File: src/rtl/hbpd_pkg.sv
// hbpd_pkg: shared constants, register indexes and structs of the huffman bitmap decoder
// no dependencies; imported by hbpd_ctrl, hbpd_dp and the top level
`timescale 1ns / 1ps
`default_nettype none

package hbpd_pkg;

  // tree table size, a power of two; offsets and addresses wrap modulo this
  localparam int TreeDepth = 1024;
  localparam int TreeAw    = $clog2(TreeDepth);

  localparam logic [12:0] MaxSize = 13'd4096;

  // input word kinds
  localparam logic [1:0] ModeStart = 2'd0;
  localparam logic [1:0] ModeTree  = 2'd1;
  localparam logic [1:0] ModeData  = 2'd2;

  // register indexes
  localparam logic [2:0] RegCodewordBits = 3'd0;
  localparam logic [2:0] RegImageWidth   = 3'd1;
  localparam logic [2:0] RegImageHeight  = 3'd2;
  localparam logic [2:0] RegOriginX      = 3'd3;
  localparam logic [2:0] RegOriginY      = 3'd4;
  localparam logic [2:0] RegScreenWidth  = 3'd5;
  localparam logic [2:0] RegScreenHeight = 3'd6;

  typedef struct packed {
    logic [3:0]  codeword_bits;
    logic [12:0] image_width;
    logic [12:0] image_height;
    logic [14:0] origin_x;
    logic [14:0] origin_y;
    logic [12:0] screen_width;
    logic [12:0] screen_height;
  } cfg_t;

  typedef struct packed {
    logic clear;  // start of image
    logic load;   // take a packed data word
    logic walk;   // tree walk running
    logic flush;  // hand over the held pixel as last
  } cmd_t;

  typedef struct packed {
    logic walk_done;
    logic flush_done;
  } sts_t;

  typedef struct packed {
    logic [15:0] color;
    logic [6:0]  alpha;
    logic [15:0] pos_x;
    logic [15:0] pos_y;
    logic        visible;
  } pix_t;

endpackage

`default_nettype wire

File: src/rtl/hbpd_ctrl.sv
// hbpd_ctrl: controller state machine, decodes input words and sequences walk and flush
// depends on hbpd_pkg
`timescale 1ns / 1ps
`default_nettype none

module hbpd_ctrl import hbpd_pkg::*; (
  input  logic       clk,
  input  logic       rst,
  input  logic       in_valid,
  output logic       in_stall,
  input  logic [1:0] mode,
  input  logic [9:0] tree_index,
  input  sts_t       sts,
  output cmd_t       cmd,
  output logic       tree_we
);

  typedef enum logic [2:0] {
    StIdle  = 3'b001,
    StWalk  = 3'b010,
    StFlush = 3'b100
  } state_t;

  state_t state, state_next;
  logic   accept;

  assign in_stall = (state != StIdle);
  assign accept   = in_valid && (state == StIdle);

  assign cmd.clear = accept && (mode == ModeStart);
  assign cmd.load  = accept && (mode == ModeData);
  assign cmd.walk  = (state == StWalk);
  assign cmd.flush = (state == StFlush);

  // indexes past the table are dropped
  assign tree_we = accept && (mode == ModeTree) &&
                   ({22'd0, tree_index} < 32'(TreeDepth));

  always_comb begin
    state_next = state;
    case (state)
      StIdle: begin
        if (cmd.load) begin
          state_next = StWalk;
        end
      end
      StWalk: begin
        if (sts.walk_done) begin
          state_next = StFlush;
        end
      end
      StFlush: begin
        if (sts.flush_done) begin
          state_next = StIdle;
        end
      end
      default: state_next = StIdle;
    endcase
  end

  always_ff @(posedge clk) begin
    if (rst) begin
      state <= StIdle;
    end else begin
      state <= state_next;
    end
  end

endmodule

`default_nettype wire

File: config.mk
export PLATFORM = sky130hd
export DESIGN_NAME = hbpd_ctrl
export DESIGN_NICKNAME = d
export VERILOG_FILES = /design/src/rtl/hbpd_pkg.sv /design/src/rtl/hbpd_ctrl.sv
export SDC_FILE = /design/constraint.sdc
export NUM_CORES = 1
export LEC_CHECK = 0
export BUFFER_PORTS_ARGS = -buffer_cell sky130_fd_sc_hd__buf_2
export CAP_MARGIN = 20
export CORE_AREA = 3 3 40 42
export CTS_BUF_LIST = sky130_fd_sc_hd__clkbuf_8
export DETAILED_ROUTE_END_ITERATION = 10
export DIE_AREA = 0 0 43 45
export HOLD_SLACK_MARGIN = 0.12
export PLACE_DENSITY = 0.43
export SLEW_MARGIN = 20
export SYNTH_ARGS = -nofsm -noshare
export SYNTH_HDL_FRONTEND = slang
export SYNTH_SLANG_ARGS = --single-unit
File: constraint.sdc
create_clock -name clk -period 1.9 [get_ports clk]
set_input_delay 0.38 -clock clk [delete_from_list [all_inputs] [get_ports clk]]
set_output_delay 0.38 -clock clk [all_outputs]
set_load 0.01 [all_outputs]
==> out/metrics.sh <==
STATUS='finished clean'
P_LEAK_nW=0.148
HOLD_VIOLATIONS=0
POST-ROUTE-WORST-SETUP-SLACK_NS=0.278
COUNT_OF_FLIP_FLOPS_WITH_A_BUILT_IN_ENABLE_AFTER_SYNTHESIS=0
SYNTH_LARGEST_AREA_CELL='sky130_fd_sc_hd__dfxtp_1'
REGISTERS.TOP_BY_FF_COUNT='state'
MAXSLEWVIOLCOUNT=0
CRITICAL_PATH_CLASS='register to output port'
FINAL_MIN_PERIOD_OVER_CLOCK_PERIOD_PCT=85.4
INITIAL_CORE_UTIL_PCT=18.5
TIMING.CRITICAL_PATH.SLOWEST_CELL_DELAY_NS=0.39
ROWS=13
CTS_HTREE_LEVELS=1
SHARE_OF_CELLS_ABOVE_DRIVE_STRENGTH_1_PCT=47.5
DIE_HEIGHT_UM=45
WORST_CASE_CLOCK_SKEW_NS=0.00240
GR-USAGE-ALL-LAYERS_PCT=7.24
CTS.SINK_COUNT=3
CLK-INSERTION-DELAY-LATE_NS=0.21
DIE_AREA_UM2=1940
CTS-ROOT-TO-SINK-BUFFERS=2
SYNTH_TOP_CELL_AREA_SHARE_PCT=25.3
SLEW_HEADROOM_PCT=78.8
MAPPED_AVG_CELL_AREA_UM2=9.14
DOMINANTREGCELLSYNTH='sky130_fd_sc_hd__dfxtp_1'
FP.COREAREA_UM2=1280
SETUP_TOTAL_NEGATIVE_SLACK_NS=0
NUMCTSBUFFERS=3
COUNT_OF_INPUT_AND_OUTPUT_BUFFERS=12
FINAL_CELL_AREA_UM2=339
GLOBALPLACE.CONGESTION=0.648
YOSYSSEQAREASHARE_PCT=25.3
WORSTPATHREQUIRED_NS=1.52
ASYNC_RESET_FF_SHARE_PCT=0
DETAIL-ROUTE-ANTENNA-NETS=0
HOLDBUFCOUNTCTS=0
CRIT_PATH_CELL_TRACE='nor2_1, nand3_1, nor3b_1, buf_2'
SYNTHDISTINCTLIBCELLS=16
FIRST_PASS_ITERS=3
ANTENNA_CELLS=0
CLOCK_TREE_FROM_TRITONCTS='built'
RSZ0062_AT_GRT='false'
IRDROPWORSTVDD_uV=365
CLK_TRANSITION_REPORTED_PATHS_NS=0.03
PATH_MAX_FANOUT=9
SLOWEST_STAGE='sky130_fd_sc_hd__dfxtp_1'
LAYOUT-AREA-OVERHEAD-VS-SYNTH_PCT=42.6
POST_SYNTH_INST_COUNT=26
CP-END-KIND='output port'
TOTAL_VIA_COUNT_IN_THE_ROUTED_DESIGN=228
SLEW_WORST_PIN_NS=0.318
SYNTH_FP_NETS=43
LARGEST_REG_FLOPS=3
POST_SYNTHESIS_REGISTER_BIT_COUNT=3
PLACEDINSTANCEAREA_UM2=294
TOTAL_SETUP_BUFFERS_INSERTED_AFTER_CTS=0
SETUP.REG_TO_REG.WORST_SLACK_NS=0.75
CLK_ROOT_BUFFER_CELL='sky130_fd_sc_hd__clkbuf_8'
CLOCK_PERIOD_MINUS_WORST_SLACK_NS=1.62
POST_SYNTH_INSTANCE_AREA_UM2=238
SYNTH.TOP_CELLS.BY_COUNT='sky130_fd_sc_hd__dfxtp_1 (3), sky130_fd_sc_hd__nor3_1 (3), sky130_fd_sc_hd__nor3b_1 (3)'
GR-TOTAL-OVERFLOW=0
PWR_DENSITY_CELL_nW_PER_UM2=814
DRT_FIRST_ITER_VIOLATIONS=8
CTSRESIZECOUNT=0
GRT_FIRST_PASS_WIRELENGTH_UM=979
DETAILEDPLACE.WORSTSLACK_NS=0.492
TIMING.FMAX_GHz=0.616
ROUTED_WL_UM=534
SYNTH.YOSYS.WARNINGS=0
GRT_PASS1_VIAS=228
FINALNETCOUNT=58
WORST_SETUP_PATH_START_KIND='register'
NUMBER_OF_ANTENNA_VIOLATIONS_AT_THE_FIRST_CHECK_IN_GLOBAL_ROUTING=0
TIMING.HOLD.WORST.CLASS='primary input to register'
CP_DATA_ARRIVAL_TIME_NS=1.24
DRCVIOLATIONCOUNT=0
IO-PIN-COUNT=23
GRT_MAX_DEGREE=10
MAXCAPVIOLATIONS=0
ROUTE.DETAILED.VIAS_PER_INST=4.15
MOST_AREA_CONSUMING_CELLS_AFTER_SYNTHESIS='sky130_fd_sc_hd__dfxtp_1 (25%), sky130_fd_sc_hd__nor4b_4 (10%), sky130_fd_sc_hd__buf_6 (9.5%), sky130_fd_sc_hd__nor3b_1 (9.5%), sky130_fd_sc_hd__nor3_1 (6.3%)'
WL_PER_CELL_UM=9.71
DIE_WIDTH_UM=43
SETUP_VIOL_COUNT_FINAL=0
REG.LARGEST.LIST='state x3'
PLACE.DETAILED.HPWL_UM=433
[layer usage]
metal / wire [µm] / track usage, % / vias up / share of wire (%)
li1: - / - / 122 / -
met1: 253 / 9.16 / 97 / 47
met2: 246 / 9.28 / 9 / 46
met3: 34 / 3.59 / 0 / 6.4
met4: 0 / 5.42 / 0 / 0
met5: 0 / 0 / - / 0
[critical path: cells and delay by family (launching register included)]
kind	cells	cell delay, ns
simple gates	3	0.49
flops	1	0.39
buf+inv	1	0.15
[layout by cell type (no fill, tap or decap), types with 2 or more instances in the layout]
cell type,count
sky130_fd_sc_hd__nor2_1,2
sky130_fd_sc_hd__dfxtp_1,3
sky130_fd_sc_hd__clkbuf_8,3
sky130_fd_sc_hd__nor3_1,3
sky130_fd_sc_hd__buf_2,12
sky130_fd_sc_hd__a31oi_1,2
sky130_fd_sc_hd__nor3b_1,3
sky130_fd_sc_hd__inv_1,3
[power by group]
| part | internal, mW | switching (mW) |
|---|---|---|
| Sequential | 0.0654 | 0.00455 |
| Combinational | 0.0156 | 0.0152 |
| Clock | 0.137 | 0.0380 |
[cell type report]
type                    count  area, µm²
flip-flops and latches      3       60.1
well taps                  15       18.8
repair buffers             12       60.1
fillers                   137        946
multi-input cells          19        148
inverters                   2       7.51
clock inverters             1       3.75
clock buffers               3       41.3
[cells by family (layout without fill, tap and decap cells)]
group                  count (synthesis)  in the layout  share of synthesized area [%]
AO/OA/AOI/OAI                          5              5                           17.9
flip-flops                             3              3                           25.3
buffers and inverters                  4             18                           12.6
AND/OR/NAND/NOR                       14             14                           44.2
[stage by stage]
step / instances / total power [mW] / hold WS (ns) / util, %
4_1_cts: 55 / 0.285 / 0.362 / 26.4
6_report: 55 / 0.276 / 0.366 / 26.4
3_3_place_gp: 51 / 0.102 / 0.589 / 22.9
5_1_grt: 55 / 0.295 / 0.370 / 26.4
2_1_floorplan: 26 / 0.0903 / 0.445 / -
3_5_place_dp: 51 / 0.102 / 0.587 / 22.9
[worst paths after layout]
check                   startpoint                    end  depth (start not counted)
max reg2reg  state[1]$_SDFFE_PP0P_  state[0]$_SDFFE_PP1P_                          3
min reg2reg  state[0]$_SDFFE_PP1P_  state[2]$_SDFFE_PP0P_                          1
min                            rst  state[1]$_SDFFE_PP0P_                          2
max          state[1]$_SDFFE_PP0P_                tree_we                          4
No activity file was read; power rests on OpenSTA's default activity.
