### src/rtl/hbpd_pkg.sv
// hbpd_pkg: shared constants, register indexes and structs of the huffman bitmap decoder
// no dependencies; imported by hbpd_ctrl, hbpd_dp and the top level
`timescale 1ns / 1ps
`default_nettype none

package hbpd_pkg;

  // tree table size, a power of two; offsets and addresses wrap modulo this
  localparam int TreeDepth = 1024;
  localparam int TreeAw    = $clog2(TreeDepth);

  localparam logic [12:0] MaxSize = 13'd4096;

  // input word kinds
  localparam logic [1:0] ModeStart = 2'd0;
  localparam logic [1:0] ModeTree  = 2'd1;
  localparam logic [1:0] ModeData  = 2'd2;

  // register indexes
  localparam logic [2:0] RegCodewordBits = 3'd0;
  localparam logic [2:0] RegImageWidth   = 3'd1;
  localparam logic [2:0] RegImageHeight  = 3'd2;
  localparam logic [2:0] RegOriginX      = 3'd3;
  localparam logic [2:0] RegOriginY      = 3'd4;
  localparam logic [2:0] RegScreenWidth  = 3'd5;
  localparam logic [2:0] RegScreenHeight = 3'd6;

  typedef struct packed {
    logic [3:0]  codeword_bits;
    logic [12:0] image_width;
    logic [12:0] image_height;
    logic [14:0] origin_x;
    logic [14:0] origin_y;
    logic [12:0] screen_width;
    logic [12:0] screen_height;
  } cfg_t;

  typedef struct packed {
    logic clear;  // start of image
    logic load;   // take a packed data word
    logic walk;   // tree walk running
    logic flush;  // hand over the held pixel as last
  } cmd_t;

  typedef struct packed {
    logic walk_done;
    logic flush_done;
  } sts_t;

  typedef struct packed {
    logic [15:0] color;
    logic [6:0]  alpha;
    logic [15:0] pos_x;
    logic [15:0] pos_y;
    logic        visible;
  } pix_t;

endpackage

`default_nettype wire

### src/rtl/hbpd_dp.sv
// hbpd_dp: datapath with codeword shifter, tree walk, raster counters,
// held pixel and output register; depends on hbpd_pkg
`timescale 1ns / 1ps
`default_nettype none

module hbpd_dp import hbpd_pkg::*; (
  input  logic              clk,
  input  logic              rst,
  input  cmd_t              cmd,
  input  cfg_t              cfg,
  input  logic [31:0]       word,
  input  logic [31:0]       ram_rdata,
  output logic              ram_re,
  output logic [TreeAw-1:0] ram_raddr,
  output sts_t              sts,
  input  logic              out_stall,
  output logic              out_valid,
  output pix_t              out_pix,
  output logic              out_last
);

  logic [31:0]       data;
  logic [5:0]        used;
  logic [TreeAw-1:0] node;
  logic              ent_vld;
  logic [11:0]       column;
  logic [11:0]       row;
  logic              done;
  logic              pend_vld;
  pix_t              pend;

  logic [3:0]        bpc;
  logic [8:0]        mask;
  logic [7:0]        code;
  logic [12:0]       w_eff;
  logic [12:0]       h_eff;
  logic              empty;
  logic              out_busy;
  logic              advance;
  logic              leaf;
  logic              issue;
  logic              emit;
  logic [TreeAw-1:0] node_eff;
  logic [15:0]       px;
  logic [15:0]       py;
  logic [12:0]       col_inc;
  logic [12:0]       row_inc;
  pix_t              new_pix;

  // codeword width, zero acts as one, large values saturate
  always_comb begin
    if (cfg.codeword_bits == 4'd0) begin
      bpc = 4'd1;
    end else if (cfg.codeword_bits > 4'd8) begin
      bpc = 4'd8;
    end else begin
      bpc = cfg.codeword_bits;
    end
  end

  assign mask  = (9'd1 << bpc) - 9'd1;
  assign code  = data[7:0] & mask[7:0];
  assign w_eff = (cfg.image_width > MaxSize) ? MaxSize : cfg.image_width;
  assign h_eff = (cfg.image_height > MaxSize) ? MaxSize : cfg.image_height;
  assign empty = (w_eff == 13'd0) || (h_eff == 13'd0);

  assign out_busy = out_valid && out_stall;
  assign advance  = cmd.walk && !(pend_vld && out_busy);
  assign leaf     = ram_rdata[31];
  assign node_eff = ent_vld ? (leaf ? '0 : ram_rdata[TreeAw-1:0]) : node;
  assign issue    = (used < 6'd32);
  assign emit     = advance && ent_vld && leaf && !done && !empty;

  assign ram_re    = advance && issue;
  assign ram_raddr = node_eff + TreeAw'(code);

  // screen position and clip test, from registers only
  assign px = {cfg.origin_x[14], cfg.origin_x} + {4'd0, column};
  assign py = {cfg.origin_y[14], cfg.origin_y} + {4'd0, row};

  assign new_pix.color   = ram_rdata[15:0];
  assign new_pix.alpha   = ram_rdata[22:16];
  assign new_pix.pos_x   = px;
  assign new_pix.pos_y   = py;
  assign new_pix.visible = !px[15] && (px < {3'd0, cfg.screen_width}) &&
                           !py[15] && (py < {3'd0, cfg.screen_height});

  assign col_inc = {1'b0, column} + 13'd1;
  assign row_inc = {1'b0, row} + 13'd1;

  assign sts.walk_done  = !ent_vld && !issue;
  assign sts.flush_done = !pend_vld || !out_busy;

  always_ff @(posedge clk) begin
    if (rst) begin
      out_valid <= 1'b0;
      pend_vld  <= 1'b0;
      ent_vld   <= 1'b0;
      node      <= '0;
      column    <= '0;
      row       <= '0;
      done      <= 1'b0;
      used      <= 6'd32;
    end else begin
      if (out_valid && !out_stall) begin
        out_valid <= 1'b0;
      end
      if (cmd.clear) begin
        node   <= '0;
        column <= '0;
        row    <= '0;
        done   <= 1'b0;
      end
      if (cmd.load) begin
        data <= word;
        used <= 6'd0;
      end
      if (advance) begin
        node    <= node_eff;
        ent_vld <= issue;
        if (issue) begin
          data <= data >> bpc;
          used <= used + {2'd0, bpc};
        end
      end
      if (emit) begin
        if (pend_vld) begin
          out_pix   <= pend;
          out_last  <= 1'b0;
          out_valid <= 1'b1;
        end
        pend     <= new_pix;
        pend_vld <= 1'b1;
        if (col_inc >= w_eff) begin
          column <= '0;
          if (row_inc >= h_eff) begin
            row  <= '0;
            done <= 1'b1;
          end else begin
            row <= row_inc[11:0];
          end
        end else begin
          column <= col_inc[11:0];
        end
      end
      if (cmd.flush && pend_vld && !out_busy) begin
        out_pix   <= pend;
        out_last  <= 1'b1;
        out_valid <= 1'b1;
        pend_vld  <= 1'b0;
      end
    end
  end

endmodule

`default_nettype wire

### config.mk
export PLATFORM = sky130hd
export DESIGN_NAME = hbpd_dp
export DESIGN_NICKNAME = d
export VERILOG_FILES = /design/src/rtl/hbpd_pkg.sv /design/src/rtl/hbpd_dp.sv
export SDC_FILE = /design/constraint.sdc
export NUM_CORES = 1
export LEC_CHECK = 0
export BUFFER_PORTS_ARGS = -buffer_cell sky130_fd_sc_hd__buf_2
export CAP_MARGIN = 20
export CORE_UTILIZATION = 25
export DETAILED_ROUTE_END_ITERATION = 8
export PLACE_DENSITY_LB_ADDON = 0.3
export SLEW_MARGIN = 0
export SYNTH_ARGS = -nofsm -noshare
export SYNTH_HDL_FRONTEND = slang
export SYNTH_SLANG_ARGS = --single-unit
### constraint.sdc
create_clock -name clk -period 4.85 [get_ports clk]
set_input_delay 0.97 -clock clk [delete_from_list [all_inputs] [get_ports clk]]
set_output_delay 0.97 -clock clk [all_outputs]
set_load 0.005 [all_outputs]
==> run metrics <==
GR Util met1 0.172; final wirelength 31600 µm; Pleak 6.02 nW; global-route wire length before repair 49500 µm; commonest non-fill, non-tap cells in the layout 219 x buf_2, 154 x nand2_1, 145 x edfxtp_1; Longest Clk Path Bufs 2; Die W 217 µm; Die Height 217 µm; Clock Tree Root clkbuf_16; largest net degree at the start of global routing 60; WL/cell 16.1 µm; CP endpoint kind output port; crit share post-route 0.944; setup tns final 0 ns; CTS tree done; Syn Area/Cell 10.1 µm²; Remaining DRCs 0; initial antenna violation count 6; total I/O pin count 228; H-tree depth 4; Cells after Synth 1144; CP Class in2out; actual slew at the worst max-slew pin 1.07 ns; First-pass DRT Iterations 4; Initial DRC Count 530; max-slew violation count 0; Synth Register Bits 189; via count of the first global-routing pass 9024; DP HPWL 24100 µm; CTS Sinks 189; WP data required 3.88 ns; postcts setup bufs 0; PnR worst setup slack 0.269 ns; most common cell after layout, fill and taps aside buf_2; Placer Congestion 0.837; worst relative slew slack 0.290; max frequency 0.218 GHz; Die Area 0.0471 mm²; endpoints failing hold 0; met2 Use GR 0.222; initial core utilization 0.254; Post-synth EDFFs 145; hold_ws 0.418 ns; GR peak layer met2; unrepaired setup endpoints after global routing no; CTS resizes 0; Port Buffers 219; Netlist cell types 66; status finished, final reports clean; register area share after synthesis 0.453; CTS Buf Count 17; WP data arrival 3.61 ns; Final ANT Viol Nets 0; Clock Latency Late Sink 0.49 ns; fraction of registers with async set/reset 0; clock-pin slew on the worst setup and hold paths 0.09 ns; Setup crit start kind input pin; prevailing post-synth register cell edfxtp_1; Period minus WS final 4.58 ns; max-cap viol count 0; Critical path origin cfg[85]; CP max FO 4; met3 Use GR 0.0446; worst min-delay path startpoint pend[25]; Synth Net Count 1394; final net count 1598; r2r startpoint row[0]; vias 9190; Via density 4.68; share of cells above drive strength 1 0.217; Site Rows 78; power per cell area 277 mW/mm²; gr usage total 0.137; Area Overhead vs Synth 21.1%; Syn. warnings 0; Hold Buf Count CTS 0; GR Overflow Total 0; Hold Path Class reg2reg; Setup Skew 0.0116 ns; pre-CTS setup slack 0.0810 ns; Mapped Area 0.0115 mm²; Peak VDD IR 214 µV; Core Box Area 0.0455 mm²; Setup violations, final 0
[path summary, 6_finish.rpt]
check / depth (start not counted) / endpoint / slack [ns]
setup reg to reg: 15 / pend[0] / 0.79
hold reg to reg: 0 / out_pix[25] / 0.42
hold / removal: 0 / out_pix[25] / 0.42
setup / recovery: 15 / ram_raddr[8] / 0.27
[power breakdown]
group | total, W | internal [W] | switching [W] | leakage [nW]
clock | 0.00157 | 0.000733 | 0.000834 | 0.313
combinational | 0.000501 | 0.000212 | 0.000289 | 4.02
sequential | 0.00181 | 0.00177 | 0.0000329 | 1.69
[cell type report]
class | instances | area, µm²
antenna | 2 | 5.00
clock buffer | 17 | 425
clock inverter | 15 | 224
fill | 4755 | 31500
inverter | 73 | 274
multi-input combinational | 833 | 5850
sequential | 189 | 5240
tap | 600 | 751
timing repair buffer | 234 | 1220
[per-stage QoR]
step,util,cells,power (W),cell area (µm²)
after floorplan,-,1144,0.00215,11500
after global placement,0.293,1929,0.00234,13300
after detailed placement,0.293,1929,0.00235,13300
after CTS,0.307,1961,0.00395,14000
after global routing,0.307,1961,0.00406,14000
final,0.307,1963,0.00387,14000
[metal layers]
layer	vias to the layer above	wire length (µm)
met3	41	2010
met5	-	51
li1	4566	-
met4	8	515
met1	4351	14400
met2	224	14700
[critical path, stage by stage]
cell and delay [ns]:
buf_2 0.12, nor3_1 0.24, inv_1 0.08, ha_1 0.25
xor2_1 0.17, and2_1 0.18, ha_1 0.34, nor2b_1 0.15
o21ai_0 0.15, nand2b_1 0.10, a21o_1 0.19, a21o_1 0.20
a31oi_1 0.20, xor2_1 0.15, buf_2 0.12
[Yosys cell counts (3+ instances only)]
cell / instances / share of area
buf_2: 10 / 0.0043
o21ai_0: 62 / 0.027
nand3_1: 32 / 0.014
dfxtp_1: 44 / 0.076
a2111oi_0: 4 / 0.0030
o21ai_2: 8 / 0.0061
mux2_2: 4 / 0.0039
a21o_1: 15 / 0.0097
or3_1: 5 / 0.0027
inv_1: 71 / 0.023
clkbuf_1: 32 / 0.010
or2_2: 3 / 0.0016
edfxtp_1: 145 / 0.38
a2111o_1: 4 / 0.0039
nor2_1: 77 / 0.025
nor4_1: 6 / 0.0033
a22oi_1: 10 / 0.0065
xnor2_1: 34 / 0.026
o21a_1: 11 / 0.0071
a31oi_1: 12 / 0.0065
a211oi_1: 9 / 0.0058
xor2_1: 15 / 0.011
a21boi_0: 4 / 0.0026
a21oi_1: 45 / 0.019
o22ai_1: 8 / 0.0043
a221oi_1: 3 / 0.0023
and3_1: 8 / 0.0043
nand2_1: 154 / 0.050
nor2b_1: 19 / 0.010
ha_1: 89 / 0.096
nand2b_1: 11 / 0.0060
o211ai_1: 28 / 0.018
nand4_1: 4 / 0.0022
fa_1: 4 / 0.0069
buf_1: 3 / 0.00097
nor3_1: 15 / 0.0065
and2_1: 4 / 0.0022
mux2i_1: 96 / 0.083
o21ai_1: 4 / 0.0017
[cells by family (layout without fill, tap and decap cells)]
kind of cell    Yosys count  in the layout  synth area share
mux                     100            100            0.0871
flops                   189            189             0.453
simple gates            347            347             0.137
fa+ha+maj                93             93             0.103
buf+inv                 122            339            0.0427
compound gates          243            243             0.139
xor+xnor                 49             49            0.0372
other cells               1              3          0.000325
[state kept, by name, indices dropped and copies added (netlist names), 6 cells and up]
signal	count
out_pix	56
pend	56
data	32
column	12
row	12
node	10
used	6
(Power assumes the default switching activity.)
